`config.mk`:
```
export PLATFORM = sky130hd
export DESIGN_NAME = clock_display_multiplexer_core
export DESIGN_NICKNAME = d
export VERILOG_FILES = /design/src/rtl/cdm_pkg.sv /design/src/rtl/clock_display_multiplexer_core.sv /design/src/rtl/cdm_font.sv /design/src/rtl/cdm_store.sv
export SDC_FILE = /design/constraint.sdc
export NUM_CORES = 1
export LEC_CHECK = 0
export ABC_CLOCK_PERIOD_IN_PS = 7500
export BUFFER_PORTS_ARGS = -buffer_cell sky130_fd_sc_hd__buf_2
export CORE_MARGIN = 4
export CORE_UTILIZATION = 63
export CTS_CLUSTER_SIZE = 30
export DETAILED_ROUTE_END_ITERATION = 8
export GPL_TIMING_DRIVEN = 0
export PLACE_DENSITY = 0.82
export SYNTH_ARGS = -nofsm -noshare
export SYNTH_HDL_FRONTEND = slang
export SYNTH_SLANG_ARGS = --single-unit
export TNS_END_PERCENT = 10
```
`constraint.sdc`:
```
create_clock -name clock -period 7.5 [get_ports clock]
set_clock_uncertainty 0.15 [all_clocks]
set_input_delay 1.5 -clock clock [delete_from_list [all_inputs] [get_ports clock]]
set_output_delay 1.5 -clock clock [all_outputs]
set_load 0.01 [all_outputs]
```
`src/rtl/cdm_pkg.sv`:
```
// Package for the clock display multiplexer.
// Holds the request/response payload types, action and register codes,
// and the seven-segment font. No dependencies.
`timescale 1ns / 1ps

package cdm_pkg;

   localparam int unsigned SegWidth   = 8;
   localparam int unsigned TimeWidth  = 7;
   localparam int unsigned DigitWidth = 4;
   localparam int unsigned PosWidth   = 2;
   localparam int unsigned CsrIdxWidth  = 1;
   localparam int unsigned CsrDataWidth = 1;

   localparam logic [TimeWidth-1:0] TimeMax   = 7'd99;
   localparam logic [SegWidth-1:0]  HoursMark = 8'h54;
   localparam logic [SegWidth-1:0]  MinsMark  = 8'h23;
   localparam logic [SegWidth-1:0]  DotBit    = 8'h80;
   localparam logic [SegWidth-1:0]  BlankSeg  = 8'h00;

   // scan positions
   localparam logic [PosWidth-1:0] PosFirst = 2'd0;
   localparam logic [PosWidth-1:0] PosMark  = 2'd2;

   typedef enum logic [1:0] {
      ACT_LOAD = 2'd0,
      ACT_FLIP = 2'd1,
      ACT_TICK = 2'd2,
      ACT_NONE = 2'd3
   } action_type;

   typedef enum logic [CsrIdxWidth-1:0] {
      CSR_VIEW_SELECT = 1'b0,
      CSR_SHOW_DIGITS = 1'b1
   } csr_index_type;

   typedef struct packed {
      logic [1:0]           action;
      logic [TimeWidth-1:0] hours;
      logic [TimeWidth-1:0] minutes;
   } req_type;

   typedef struct packed {
      logic [SegWidth-1:0] segment_drive;
      logic [PosWidth-1:0] digit_index;
      logic                digit_lit;
   } rsp_type;

   function automatic logic [SegWidth-1:0] seg_font(input logic [DigitWidth-1:0] digit);
      logic [SegWidth-1:0] seg;
      case (digit)
         4'd0:    seg = 8'h3f;
         4'd1:    seg = 8'h06;
         4'd2:    seg = 8'h5b;
         4'd3:    seg = 8'h4f;
         4'd4:    seg = 8'h66;
         4'd5:    seg = 8'h6d;
         4'd6:    seg = 8'h7d;
         4'd7:    seg = 8'h07;
         4'd8:    seg = 8'h7f;
         4'd9:    seg = 8'h6f;
         default: seg = BlankSeg;
      endcase
      return seg;
   endfunction

endpackage

```
`src/rtl/clock_display_multiplexer_core.sv`:
```
// Top level of the clock display multiplexer: request register, response
// register, control registers and handshakes. Uses cdm_pkg and cdm_store.
`timescale 1ns / 1ps
//
//  Channel   Ports                              Direction  Payload
//  request   req_valid / req_ready / req_data   in         action, hours, minutes
//  response  rsp_valid / rsp_ready / rsp_data   out        segment_drive, digit_index,
//                                                          digit_lit
//  csr       csr_write_en / csr_index / csr_wdata  in      view select, show digits
//
//  An accepted request is held in the request register, then passes through
//  the buffer update into the response register, which raises rsp_valid.
//  One request per cycle is sustained while rsp_ready is high.
//  Reset (synchronous) blanks all digit buffers, sets scan position to 2 and
//  clears both control registers.
//  A stalled response holds the pipe; req_ready drops only when both the
//  request and response registers are full and rsp_ready is low.

module clock_display_multiplexer_core (
   input  logic                                clock,
   input  logic                                reset,
   input  logic                                req_valid,
   output logic                                req_ready,
   input  cdm_pkg::req_type                    req_data,
   output logic                                rsp_valid,
   input  logic                                rsp_ready,
   output cdm_pkg::rsp_type                    rsp_data,
   input  logic                                csr_write_en,
   input  logic [cdm_pkg::CsrIdxWidth-1:0]     csr_index,
   input  logic [cdm_pkg::CsrDataWidth-1:0]    csr_wdata
);
   import cdm_pkg::*;

   // control registers
   logic    mode_ff, mode_in;
   logic    show_ff, show_in;

   // request stage
   req_type req_ff;
   logic    req_vld_ff, req_vld_in;

   // response stage
   rsp_type rsp_ff, rsp_in;
   logic    rsp_vld_ff, rsp_vld_in;

   logic    advance;   // response register can take a new value
   logic    step;      // request stage is applied to state this cycle
   logic    req_take;

   assign advance  = !rsp_vld_ff || rsp_ready;
   assign step     = req_vld_ff && advance;
   assign req_ready = !req_vld_ff || advance;
   assign req_take = req_valid && req_ready;

   always_comb begin
      mode_in = mode_ff;
      show_in = show_ff;
      if (csr_write_en) begin
         case (csr_index_type'(csr_index))
            CSR_VIEW_SELECT: mode_in = csr_wdata[0];
            CSR_SHOW_DIGITS: show_in = csr_wdata[0];
            default: begin
            end
         endcase
      end

      if (req_take) begin
         req_vld_in = 1'b1;
      end else if (advance) begin
         req_vld_in = 1'b0;
      end else begin
         req_vld_in = req_vld_ff;
      end

      if (step) begin
         rsp_vld_in = 1'b1;
      end else if (rsp_ready) begin
         rsp_vld_in = 1'b0;
      end else begin
         rsp_vld_in = rsp_vld_ff;
      end
   end

   // state update and response forming
   cdm_store u_store (
      .clock        (clock),
      .reset        (reset),
      .step         (step),
      .req          (req_ff),
      .view_select  (mode_ff),
      .show_digits  (show_ff),
      .rsp_in       (rsp_in)
   );

   always_ff @(posedge clock) begin
      if (reset) begin
         mode_ff    <= 1'b0;
         show_ff    <= 1'b0;
         req_vld_ff <= 1'b0;
         rsp_vld_ff <= 1'b0;
      end else begin
         mode_ff    <= mode_in;
         show_ff    <= show_in;
         req_vld_ff <= req_vld_in;
         rsp_vld_ff <= rsp_vld_in;
      end
   end

   // payload registers, no reset
   always_ff @(posedge clock) begin
      if (req_take) begin
         req_ff <= req_data;
      end
      if (step) begin
         rsp_ff <= rsp_in;
      end
   end

   assign rsp_valid = rsp_vld_ff;
   assign rsp_data  = rsp_ff;

   // scan position never reaches 3
   a_index_range: assert property (@(posedge clock) disable iff (reset)
      rsp_vld_ff |-> rsp_ff.digit_index != 2'd3)
      else $error("digit_index out of range");

   // indicator digit carries the mode mark
   a_mark_digit: assert property (@(posedge clock) disable iff (reset)
      (rsp_vld_ff && rsp_ff.digit_index == PosMark) |->
      ((rsp_ff.segment_drive == HoursMark && !mode_ff) ||
       (rsp_ff.segment_drive == MinsMark && mode_ff)))
      else $error("indicator digit mismatch");

   // lit flag follows the show register
   a_lit_follows: assert property (@(posedge clock) disable iff (reset)
      rsp_vld_ff |-> rsp_ff.digit_lit == show_ff)
      else $error("digit_lit mismatch");

   // a full request stage under a stalled response holds off new requests
   a_backpressure: assert property (@(posedge clock) disable iff (reset)
      (req_vld_ff && rsp_vld_ff && !rsp_ready) |-> !req_ready)
      else $error("request accepted while pipe is full");

endmodule

```
`src/rtl/cdm_font.sv`:
```
// Two-digit font encoder: saturates a time value to 99, splits it into
// tens and units, and maps both to segment patterns. Uses cdm_pkg.
`timescale 1ns / 1ps

module cdm_font (
   input  logic [cdm_pkg::TimeWidth-1:0] raw,
   output logic [cdm_pkg::SegWidth-1:0]  tens_seg,
   output logic [cdm_pkg::SegWidth-1:0]  units_seg
);
   import cdm_pkg::*;

   logic [TimeWidth-1:0]  sat;
   logic [14:0]           prod;
   logic [DigitWidth-1:0] tens;
   logic [TimeWidth-1:0]  tens_x10;
   logic [DigitWidth-1:0] units;

   always_comb begin
      sat = (raw > TimeMax) ? TimeMax : raw;
      // v/10 == (v*205)>>11 for v <= 99
      prod = 15'(sat) * 15'd205;
      tens = prod[14:11];
      tens_x10 = TimeWidth'({tens, 3'b000}) + TimeWidth'({tens, 1'b0});
      units = DigitWidth'(sat - tens_x10);
      tens_seg  = seg_font(tens);
      units_seg = seg_font(units);
   end

endmodule

```
`src/rtl/cdm_store.sv`:
```
// Digit buffers and scan position: applies one request to the state and
// forms its response from the updated state. Uses cdm_pkg and cdm_font.
`timescale 1ns / 1ps

module cdm_store (
   input  logic             clock,
   input  logic             reset,
   input  logic             step,
   input  cdm_pkg::req_type req,
   input  logic             view_select,
   input  logic             show_digits,
   output cdm_pkg::rsp_type rsp_in
);
   import cdm_pkg::*;

   logic [SegWidth-1:0] hr_tens_ff, hr_units_ff, mn_tens_ff, mn_units_ff;
   logic [SegWidth-1:0] hr_tens_in, hr_units_in, mn_tens_in, mn_units_in;
   logic [PosWidth-1:0] scan_ff, scan_in;
   logic [SegWidth-1:0] hr_tens_font, hr_units_font, mn_tens_font, mn_units_font;
   logic [SegWidth-1:0] seg;

   cdm_font u_hr_font (.raw(req.hours),   .tens_seg(hr_tens_font), .units_seg(hr_units_font));
   cdm_font u_mn_font (.raw(req.minutes), .tens_seg(mn_tens_font), .units_seg(mn_units_font));

   always_comb begin
      hr_tens_in  = hr_tens_ff;
      hr_units_in = hr_units_ff;
      mn_tens_in  = mn_tens_ff;
      mn_units_in = mn_units_ff;
      scan_in     = scan_ff;
      case (action_type'(req.action))
         ACT_LOAD: begin
            hr_tens_in  = hr_tens_font;
            hr_units_in = hr_units_font;
            mn_tens_in  = mn_tens_font;
            mn_units_in = mn_units_font;
         end
         ACT_FLIP: begin
            if (view_select) begin
               mn_tens_in = mn_tens_ff ^ DotBit;
            end else begin
               hr_tens_in = hr_tens_ff ^ DotBit;
            end
         end
         ACT_TICK: begin
            scan_in = (scan_ff >= PosMark) ? PosFirst : scan_ff + 2'd1;
         end
         default: begin
         end
      endcase

      if (scan_in >= PosMark) begin
         seg = view_select ? MinsMark : HoursMark;
      end else begin
         case ({view_select, scan_in[0]})
            2'b00:   seg = hr_tens_in;
            2'b01:   seg = hr_units_in;
            2'b10:   seg = mn_tens_in;
            default: seg = mn_units_in;
         endcase
      end

      rsp_in.segment_drive = seg;
      rsp_in.digit_index   = scan_in;
      rsp_in.digit_lit     = show_digits;
   end

   always_ff @(posedge clock) begin
      if (reset) begin
         hr_tens_ff  <= BlankSeg;
         hr_units_ff <= BlankSeg;
         mn_tens_ff  <= BlankSeg;
         mn_units_ff <= BlankSeg;
         scan_ff     <= PosMark;
      end else if (step) begin
         hr_tens_ff  <= hr_tens_in;
         hr_units_ff <= hr_units_in;
         mn_tens_ff  <= mn_tens_in;
         mn_units_ff <= mn_units_in;
         scan_ff     <= scan_in;
      end
   end

endmodule
```
==> metrics.cfg, run 1 <==
[clock_tree]
post_cts_hold_buffer_count=0
tritoncts_clock_tree=built
cts_sinks=65
worst_skew_pair.late_latency_ns=0.35
cts-resized-gates=0
cts_setup_buffers=0
cts-buffers-inserted=9
cts.root.buffer_cell=sky130_fd_sc_hd__clkbuf_8
cts-htree-levels=3
clockBufferDepth=2
cts.reportedPaths.clkPinSlew_ns=0.09

[sta]
rsz_0062_raised_after_global_routing=no
period_needed_ns=7.01
hold_viol=0
whs_ns=0.288
timing_max_transition_violations_final=0
final.period_utilization_pct=93.4
timing_worst_slew_pin_value_ns=0.772
clock.fmax_mhz=143
setup_viol=0
fin_tns_setup_ns=0
slew-limit-headroom_pct=47.2

[detailed_routing]
wl_met2_um=7260
drc_markers=0
remaining_antenna_violation_count_after_routing=0
routed_via_density=6.23
met3WireLength_um=1030
vias=5307
route.final.wire_length_um=14900
wirelength_met1_um=6110
drt-initial-drc-count=545
drt_pre_antenna_iters=6
highest-signal-layer=met4
post_drt_wl_per_cell_um=17.4

[pwr]
static-leakage-power_nw=2.87
ir_worst_vdd_mv=0.231
power_per_cell_area_mw_per_mm2=308

[yosys]
synth-seq-cells=65
yosys_most_used_dff=sky130_fd_sc_hd__dfxtp_1
average_size_of_a_mapped_cell_sq_um=8.89
synth-warning-count=0
post_synth_instance_area_sq_mm=0.00599
post-synth-top-area-fraction_pct=18.0
area_contributors_post_synth=sky130_fd_sc_hd__ha_1 18%, sky130_fd_sc_hd__edfxtp_1 14%, sky130_fd_sc_hd__dfxtp_1 13%
synth_cells=673
yosys.cell_types.count=84
synth_area_leader_cell=sky130_fd_sc_hd__ha_1
synthesis.nets=798
portion_of_the_post_synthesis_area_used_by_sequential_elements_pct=26.3
postSynth.asyncResetShare_pct=0
synth_edf_count=27

[flow_run]
max_cap_viol_count=0

[worst_setup_path]
arrival_time_reported_for_the_critical_path_endpoint_ns=6.97
worstSetupPathType=reg -> reg
setup.worst_path.end_class=register
worstPathCellList=o311a_1, nor2_1, inv_1, ha_1, inv_1, fa_1, inv_1, fa_1, ha_1, ha_1, a211oi_1, a21oi_2, a211oi_2, xnor2_1, ha_1, and2_1, o31ai_1, nand3_2, and2_1, buf_6, a221oi_1, o41ai_2, o31a_1
timing.critical_path.fanout_max=8
max_stage_delay_ns=0.43
required_ns=7.46
rrSetupSlack_ns=0.49
most_frequent_cell_on_the_critical_path=sky130_fd_sc_hd__ha_1
crit_start=req_ff[4]$_DFFE_PP_
crit-reg2reg-launch=req_ff[4]$_DFFE_PP_
timing.critical_path.from_type=register
slowest_stage=sky130_fd_sc_hd__fa_1

[global_routing]
grt_first_pass_wirelength_um=24600
grt_antenna_before_repair=0
grt_max_degree=17
grt_util_all_layers_pct=27.1
gr-total-overflow=0
first_global_vias=5147

[layout]
finalNetCount=843
antenna-diode-count=0
layout.filler_cells=683
layout.cells.non_filler=852
finish.instance_area_sq_mm=0.00654
drive_above_1_share_pct=12.7
layout.core_utilization_pct=70.8
flow.area_growth_from_synthesis_pct=9.30

[die]
floorplan.die_area_sq_mm=0.0111
chipWidth_um=105
ioPinCount=36
die_h_um=105
core.rowCount=35
start_util_pct=64.8
core-area_sq_mm=0.00924

[placed_design]
port_buffers=34
gpl.final_weighted_congestion=0.919
hpwl_um=11500
place_inst=836
postPlaceCellArea_sq_mm=0.00632

[outcome]
outcome=completed

[min_path]
hp-class=reg -> reg
timing.hold.worst.start=show_ff$_SDFFE_PP0P_

flip-flops by register name (all words and copies together), names as in the netlist:
signal	cells
u_store.mn_units_ff	8
rsp_valid	1
rsp_data	11
u_store.hr_units_ff	8
u_store.mn_tens_ff	8
req_vld_ff	1
mode_ff	1
show_ff	1
req_ff	16
u_store.hr_tens_ff	8
u_store.scan_ff	2
layout by cell type, fill, tap and decap left out, types with 9 or more instances in the layout:
cell                       instances
sky130_fd_sc_hd__o21ai_0          23
sky130_fd_sc_hd__clkbuf_8          9
sky130_fd_sc_hd__and2_1           13
sky130_fd_sc_hd__fa_1             16
sky130_fd_sc_hd__nand3_1          12
sky130_fd_sc_hd__inv_1            51
sky130_fd_sc_hd__nor2_1           71
sky130_fd_sc_hd__nor2b_1           9
sky130_fd_sc_hd__dfxtp_1          38
sky130_fd_sc_hd__buf_2            39
sky130_fd_sc_hd__clkbuf_1         25
sky130_fd_sc_hd__a21oi_1          32
sky130_fd_sc_hd__a211oi_1         17
sky130_fd_sc_hd__nand2b_1         11
sky130_fd_sc_hd__ha_1             86
sky130_fd_sc_hd__nand2_1          47
sky130_fd_sc_hd__o211ai_1         12
sky130_fd_sc_hd__nor3_1           20
sky130_fd_sc_hd__edfxtp_1         27
worst paths after layout:
path | endpoint | depth (start not counted)
setup / recovery | rsp_data[9]$_DFFE_PP_ | 23
hold / removal | rsp_data[0]$_DFFE_PP_ | 0
setup reg to reg | rsp_data[9]$_DFFE_PP_ | 23
hold reg to reg | rsp_data[0]$_DFFE_PP_ | 0
synthesized netlist by cell type, drive strengths merged, types with 8 or more instances:
| library cell | n |
|---|---|
| o211ai | 12 |
| a211o | 9 |
| fa | 16 |
| xor2 | 8 |
| a31oi | 8 |
| nand2b | 11 |
| nor2b | 9 |
| nor2 | 71 |
| nand2 | 48 |
| ha | 86 |
| a21oi | 33 |
| inv | 54 |
| nand3 | 13 |
| edfxtp | 27 |
| and2 | 13 |
| dfxtp | 38 |
| nor3 | 24 |
| clkbuf | 25 |
| a211oi | 21 |
| o21ai | 27 |
metal layers:
layer	GRT usage, %	vias to the layer above
met1	34.5	2478
met5	0	-
li1	-	2540
met4	9.47	0
met2	46.9	243
met3	4.04	46
kinds of logic (layout without fill, tap and decap cells):
family          count (synthesis)  after routing  share of synthesized area (%)
compound gates                172            172                           22.0
xor+xnor                       15             15                           2.42
fa+ha+maj                     102            102                           23.3
buf+inv                        86            136                           5.62
flops                          65             65                           26.3
mux                             8              8                           1.51
simple gates                  225            225                           18.8
where the power goes:
| part | internal, mW | switching [mW] | leakage, nW |
|---|---|---|---|
| Clock | 0.191 | 0.160 | 0.112 |
| Sequential | 0.390 | 0.0124 | 0.570 |
| Combinational | 0.483 | 0.777 | 2.18 |
final cells by class:
class                      count  area [sq um]  share of cell area (%)
multi-input combinational    522          4080                    62.3
sequential                    65          1570                    24.0
inverter                      55           206                    3.16
timing repair buffer          34           170                    2.60
tap                          129           161                    2.47
buffer                        31           130                    1.99
clock buffer                   9           124                    1.89
clock inverter                 7           101                    1.55
worst max-delay path, delay by kind of cell (launching register included):
family	cells	cell delay (ns)
AO/OA/AOI/OAI	8	2.40
adder cells (fa/ha/maj)	6	2.17
flip-flops	1	0.40
AND/OR/NAND/NOR	4	0.95
XOR/XNOR	1	0.28
buffers and inverters	4	0.43
per-stage QoR:
step / worst slack, ns / total power, mW
CTS: 0.559 / 2.00
global placement: 0.708 / 1.59
global route: 0.155 / 2.17
detailed placement: 0.593 / 1.64
floorplan: 1.38 / 1.38
finish: 0.492 / 2.01
(Power assumes the default switching activity.)
==> run 2, diff against run 1 <==
--- a/config.mk
+++ b/config.mk
@@ -8,11 +8,10 @@
 export ABC_CLOCK_PERIOD_IN_PS = 7500
 export BUFFER_PORTS_ARGS = -buffer_cell sky130_fd_sc_hd__buf_2
 export CORE_MARGIN = 4
-export CORE_UTILIZATION = 63
+export CORE_UTILIZATION = 40
 export CTS_CLUSTER_SIZE = 30
 export DETAILED_ROUTE_END_ITERATION = 8
 export GPL_TIMING_DRIVEN = 0
-export PLACE_DENSITY = 0.82
 export SYNTH_ARGS = -nofsm -noshare
 export SYNTH_HDL_FRONTEND = slang
 export SYNTH_SLANG_ARGS = --single-unit
==> metrics.cfg, run 2 (same netlist as run 1, synthesis figures left out) <==
[outcome]
outcome=completed

[layout]
flow.area_growth_from_synthesis_pct=11.4
drive_above_1_share_pct=12.3  ; -0.41 points
finish.instance_area_sq_mm=0.00667  ; +2.0%
finalNetCount=843  ; unchanged
registers.top_by_ff_count=req_ff
layout_common_cells=86 x sky130_fd_sc_hd__ha_1, 71 x sky130_fd_sc_hd__nor2_1, 51 x sky130_fd_sc_hd__inv_1
final_common_cell=sky130_fd_sc_hd__ha_1
largest_reg_flops=16  ; unchanged
antenna-diode-count=0  ; unchanged
layout.filler_cells=1415  ; +110%

[die]
floorplan.die_area_sq_mm=0.0170  ; +53%
start_util_pct=41.0  ; -24 points
ioPinCount=36  ; unchanged
chipWidth_um=130  ; +24%
core-area_sq_mm=0.0146  ; +58%
die_h_um=130  ; +24%
core.rowCount=44  ; +26%

[min_path]
hp-class=reg -> reg
timing.hold.worst.start=show_ff$_SDFFE_PP0P_

[pwr]
power_per_cell_area_mw_per_mm2=309  ; +0.37%
ir_worst_vdd_mv=0.225  ; -2.7%
power.sequential.fraction_pct=19.6  ; -0.4 points
static-leakage-power_nw=2.89  ; +0.96%
power_switching_uw=946  ; -0.40%
netSwitchingFraction_pct=45.9  ; -1.3 points
clockPowerShare_pct=19.5  ; +2.1 points
cellInternalPower_mw=1.11  ; +4.8%
p_comb_share_pct=60.9  ; -1.7 points

[placed_design]
gpl.final_weighted_congestion=0.848  ; -7.8%
port_buffers=34  ; unchanged
postPlaceCellArea_sq_mm=0.00639  ; +1.1%
hpwl_um=11800  ; +3.1%

[sta]
fin_tns_setup_ns=0  ; unchanged
setup_viol=0  ; unchanged
timing_max_transition_violations_final=0  ; unchanged
slew-limit-headroom_pct=46.7  ; -0.51 points
clock.fmax_mhz=143  ; +0.43%
final.period_utilization_pct=93.0  ; -0.40 points
rsz_0062_raised_after_global_routing=no
timing_worst_slew_pin_value_ns=0.799  ; +0.0276 ns
period_needed_ns=6.98  ; -0.0302 ns
hold_viol=0  ; unchanged

[clock_tree]
cts.reportedPaths.clkPinSlew_ns=0.05  ; -0.04 ns
cts.root.buffer_cell=sky130_fd_sc_hd__clkbuf_16
post_cts_hold_buffer_count=0  ; unchanged
worst_skew_pair.late_latency_ns=0.34  ; about the same
clockBufferDepth=2  ; unchanged
cts_setup_buffers=0  ; unchanged
cts-htree-levels=3  ; unchanged
cts-buffers-inserted=9  ; unchanged
cts-resized-gates=0  ; unchanged
cts_sinks=65  ; unchanged
tritoncts_clock_tree=built

[global_routing]
grt_max_degree=17  ; unchanged
gr-total-overflow=0  ; unchanged
grt_util_all_layers_pct=18.5  ; -8.6 points
grt_antenna_before_repair=0  ; unchanged
grt_first_pass_wirelength_um=25100  ; +2.1%
first_global_vias=5070  ; -1.5%

[worst_setup_path]
rrSetupSlack_ns=0.52  ; +0.03 ns
crit_start=req_ff[12]$_DFFE_PP_
setup.worst_path.end_class=register
worstSetupPathType=reg -> reg
timing.critical_path.fanout_max=8  ; unchanged
arrival_time_reported_for_the_critical_path_endpoint_ns=6.89  ; -0.08 ns
required_ns=7.41  ; -0.05 ns
crit-reg2reg-launch=req_ff[12]$_DFFE_PP_
timing.critical_path.from_type=register

[detailed_routing]
vias=5198  ; -2.1%
remaining_antenna_violation_count_after_routing=0  ; unchanged
drt-initial-drc-count=355  ; -35%
route.final.wire_length_um=15100  ; +1.6%
routed_via_density=5.73  ; -8.0%
post_drt_wl_per_cell_um=16.6  ; -4.6%
drt_pre_antenna_iters=5  ; -1
drc_markers=0  ; unchanged

[flow_run]
max_cap_viol_count=0  ; unchanged

-- run 2: cell types whose count changed in the layout (fill, tap and decap cells not counted) --
cell | before | now
sky130_fd_sc_hd__clkbuf_8 | 9 | 0
sky130_fd_sc_hd__clkbuf_1 | 25 | 28
sky130_fd_sc_hd__inv_8 | 1 | 0
sky130_fd_sc_hd__clkbuf_16 | 0 | 10
sky130_fd_sc_hd__clkinvlp_4 | 1 | 0
sky130_fd_sc_hd__bufinv_16 | 2 | 0
-- run 2: final timing paths --
kind                           endpoint  cells after the start
setup reg to reg  rsp_data[3]$_DFFE_PP_                     21
hold reg to reg   rsp_data[0]$_DFFE_PP_                      0
setup / recovery  rsp_data[3]$_DFFE_PP_                     21
hold / removal    rsp_data[0]$_DFFE_PP_                      0
-- run 2: stage by stage --
stage                     hold WS [ns]  setup WS [ns]  total power [mW]  util [%]  instances
after CTS                        0.285          0.520              2.06      45.7        907
after global placement           0.268          0.604              1.63      43.8        891
after floorplan                  0.258           1.38              1.38         -        673
after detailed placement         0.272          0.533              1.65      43.8        891
final                            0.282          0.522              2.06      45.7        907
after global routing             0.300         0.0913              2.24      45.7        907
-- run 2: metal layers --
metal	part of all wire, %	global-route usage [%]	vias up
met5	0	0	-
met4	2.4	5.20	0
met3	6.4	3.77	34
met2	45	29.7	158
met1	47	25.4	2461
li1	-	-	2545
-- run 2: critical path: stages (launching register included) --
cell,delay [ns]
sky130_fd_sc_hd__edfxtp_1,0.51
sky130_fd_sc_hd__a21boi_0,0.66
sky130_fd_sc_hd__ha_1,0.38
sky130_fd_sc_hd__ha_1,0.22
sky130_fd_sc_hd__fa_1,0.53
sky130_fd_sc_hd__fa_1,0.43
sky130_fd_sc_hd__ha_1,0.32
sky130_fd_sc_hd__a31oi_1,0.27
sky130_fd_sc_hd__o31ai_4,0.18
sky130_fd_sc_hd__a2111oi_0,0.72
sky130_fd_sc_hd__nor3_4,0.17
sky130_fd_sc_hd__inv_2,0.15
sky130_fd_sc_hd__ha_1,0.28
sky130_fd_sc_hd__nand3b_1,0.15
sky130_fd_sc_hd__and2_1,0.16
sky130_fd_sc_hd__and3_1,0.24
sky130_fd_sc_hd__nor3_4,0.06
sky130_fd_sc_hd__or2_1,0.21
sky130_fd_sc_hd__buf_2,0.16
sky130_fd_sc_hd__a31o_1,0.23
sky130_fd_sc_hd__a221oi_1,0.48
sky130_fd_sc_hd__a211oi_2,0.05
-- run 2: cell type report --
cell class              count  area (sq um)  share of cell area [%]
clock buffers              13           262                    3.92
repair buffers             34           170                    2.55
plain buffers              31           130                    1.95
inverters                  55           206                    3.10
flip-flops and latches     65          1570                    23.6
well taps                 184           230                    3.45
clock inverters             3          22.5                   0.338
multi-input cells         522          4080                    61.1
-- run 2: power by group through the flow --
stage / logic, mW / registers (mW) / clock network, mW
floorplan: 0.969 / 0.408 / 0
finish: 1.26 / 0.404 / 0.401
detailed placement: 1.24 / 0.411 / 0
global placement: 1.22 / 0.410 / 0
global route: 1.42 / 0.406 / 0.422
CTS: 1.25 / 0.403 / 0.406
==> run 3, diff against run 2 <==
--- a/config.mk
+++ b/config.mk
@@ -5,9 +5,9 @@
 export SDC_FILE = /design/constraint.sdc
 export NUM_CORES = 1
 export LEC_CHECK = 0
-export ABC_CLOCK_PERIOD_IN_PS = 7500
+export ABC_CLOCK_PERIOD_IN_PS = 5800
 export BUFFER_PORTS_ARGS = -buffer_cell sky130_fd_sc_hd__buf_2
-export CORE_MARGIN = 4
+export CORE_MARGIN = 5
 export CORE_UTILIZATION = 40
 export CTS_CLUSTER_SIZE = 30
 export DETAILED_ROUTE_END_ITERATION = 8
==> constraint.sdc (replaced) <==
create_clock -name clock -period 5.8 [get_ports clock]
set_clock_uncertainty 0.15 [all_clocks]
set_input_delay 1.16 -clock clock [delete_from_list [all_inputs] [get_ports clock]]
set_output_delay 1.16 -clock clock [all_outputs]
set_load 0.01 [all_outputs]
==> metrics.cfg, run 3 (same netlist as run 1, synthesis figures left out) <==
[clock_tree]
worst_skew_pair.late_latency_ns=0.33  ; about the same
cts-htree-levels=3  ; unchanged
post_cts_hold_buffer_count=0  ; unchanged
cts.root.buffer_cell=sky130_fd_sc_hd__clkbuf_16
cts_sinks=65  ; unchanged
clockBufferDepth=2  ; unchanged
cts.reportedPaths.clkPinSlew_ns=0.06  ; about the same
tritoncts_clock_tree=built
cts-buffers-inserted=9  ; unchanged

[outcome]
violations_in_the_final_reports=setup timing
outcome=finished with violations

[layout]
final_common_cell=sky130_fd_sc_hd__ha_1
finish.instance_area_sq_mm=0.00758  ; +14%
layout_common_cells=71 x sky130_fd_sc_hd__ha_1, 70 x sky130_fd_sc_hd__nor2_1, 45 x sky130_fd_sc_hd__inv_1
drive_above_1_share_pct=26.3  ; +14 points
largest_reg_flops=16  ; unchanged
finalNetCount=880  ; +4.4%
antenna-diode-count=0  ; unchanged
registers.top_by_ff_count=req_ff
layout.filler_cells=1300  ; -8.1%
flow.area_growth_from_synthesis_pct=26.6

[worst_setup_path]
setup.worst_path.end_class=register
most_frequent_cell_on_the_critical_path=sky130_fd_sc_hd__ha_4
slowest_stage=sky130_fd_sc_hd__fa_2
timing.critical_path.depth=24  ; +14%
rrSetupSlack_ns=-0.20  ; -0.72 ns
max_stage_delay_ns=0.53  ; -0.19 ns
path_buf_inv=4  ; +2
critical-path-top-delay-family=compound AO/OA/AOI/OAI gates
timing.critical_path.from_type=register
required_ns=5.72  ; -1.69 ns
endpoint=rsp_data[3]$_DFFE_PP_
worstPathCellList=o311ai_2, nand2b_1, ha_4, inv_2, fa_2, inv_2, ha_4, ha_4, ha_4, a211o_1, a21o_4, a221o_1, nor3_4, inv_2, ha_4, xor2_4, and2_4, and3_4, nor3_4, or2_1, buf_6, a31o_4, a221oi_4, a211oi_2
worstRegToRegCells=24  ; +14%
crit_start=req_ff[9]$_DFFE_PP_
arrival_time_reported_for_the_critical_path_endpoint_ns=5.92  ; -0.97 ns
worstSetupPathType=reg -> reg
r2r_end=rsp_data[3]$_DFFE_PP_
crit-reg2reg-launch=req_ff[9]$_DFFE_PP_
timing.critical_path.fanout_max=6  ; -2

[sta]
slew-limit-headroom_pct=52.4  ; +5.7 points
hold_viol=0  ; unchanged
rsz_0062_raised_after_global_routing=yes
whs_ns=0.280  ; -0.00281 ns
clock.fmax_mhz=167  ; +16%
period_needed_ns=6.00  ; -0.976 ns
fin_tns_setup_ns=-0.967  ; -0.967 ns
crit_path_setup_slack_layout_ns=-0.202  ; -0.724 ns
setup_viol=7  ; +7
timing_worst_slew_pin_value_ns=0.710  ; -0.0895 ns
final.period_utilization_pct=103  ; +10 points
timing_max_transition_violations_final=0  ; unchanged

[pwr]
ir_worst_vdd_mv=0.257  ; +14%
power_per_cell_area_mw_per_mm2=435  ; +41%
total_power_mw=3.30  ; +60%
static-leakage-power_nw=3.19  ; +10%

[die]
ioPinCount=36  ; unchanged
start_util_pct=41.0  ; unchanged
die_h_um=132  ; +1.5%
core.rowCount=44  ; unchanged
chipWidth_um=132  ; +1.5%
floorplan.die_area_sq_mm=0.0175  ; +3.1%
core-area_sq_mm=0.0146  ; unchanged

[global_routing]
grt_max_degree=17  ; unchanged
grt_antenna_before_repair=0  ; unchanged
grt_util_all_layers_pct=18.4  ; -0.16 points
gr-total-overflow=0  ; unchanged
grt_first_pass_wirelength_um=26900  ; +7.2%
first_global_vias=5475  ; +8.0%

[placed_design]
port_buffers=34  ; unchanged
gpl.final_weighted_congestion=0.943  ; +11%
postPlaceCellArea_sq_mm=0.00650  ; +1.8%
hpwl_um=11700  ; -1.3%

[min_path]
hp-class=reg -> reg
worstHoldPathCells=0  ; unchanged

[detailed_routing]
route.final.wire_length_um=16000  ; +6.2%
vias=5415  ; +4.2%
post_drt_wl_per_cell_um=17.0  ; +2.0%
drc_markers=0  ; unchanged
routed_via_density=5.74  ; about the same
drt-initial-drc-count=333  ; -6.2%
remaining_antenna_violation_count_after_routing=0  ; unchanged
drt_pre_antenna_iters=5  ; unchanged

[flow_run]
max_cap_viol_count=0  ; unchanged

[run 3: report_power, final]
part / internal (mW) / switching (mW)
clock network: 0.371 / 0.206
registers: 0.505 / 0.0157
logic: 0.933 / 1.27
total: 1.81 / 1.49
[run 3: cell type report]
cell class | count | area (sq um) | share of cell area [%]
multi-input cells | 522 | 4650 | 61.4
flip-flops and latches | 65 | 1570 | 20.7
repair buffers | 74 | 478 | 6.31
clock buffers | 12 | 268 | 3.53
well taps | 184 | 230 | 3.04
inverters | 55 | 206 | 2.72
plain buffers | 28 | 126 | 1.67
clock inverters | 4 | 48.8 | 0.644
[run 3: repair_timing]
item                                    CTS  global route
gates resized for setup                  61            15
pin swaps                                51            20
setup buffers                            36             4
endpoints found under the setup margin   21            16
[run 3: layer usage]
layer,wire length [um],track usage (%),part of all wire [%]
met1,7360,24.4,46
met2,7380,29.7,46
met3,820,3.51,5.1
met4,454,6.73,2.8
met5,0,0,0
[run 3: worst min path at each step]
stage | slack [ns] | to | start
2_1_floorplan | 0.26 | rsp_data[0]$_DFFE_PP_ | show_ff$_SDFFE_PP0P_
3_5_place_dp | 0.27 | rsp_data[0]$_DFFE_PP_ | show_ff$_SDFFE_PP0P_
4_1_cts | 0.28 | rsp_data[0]$_DFFE_PP_ | show_ff$_SDFFE_PP0P_
3_3_place_gp | 0.27 | rsp_data[0]$_DFFE_PP_ | show_ff$_SDFFE_PP0P_
5_1_grt | 0.30 | rsp_data[0]$_DFFE_PP_ | show_ff$_SDFFE_PP0P_
6_report | 0.28 | rsp_data[0]$_DFFE_PP_ | show_ff$_SDFFE_PP0P_
[run 3: per-stage QoR]
step                      utilization [%]  worst slack [ns]  cells
after global placement               44.6            -0.707    891
final                                51.9            -0.202    944
after CTS                            51.3           -0.0555    940
after detailed placement             44.6            -0.829    891
after global routing                 51.9            -0.397    944
after floorplan                         -          -0.00787    673
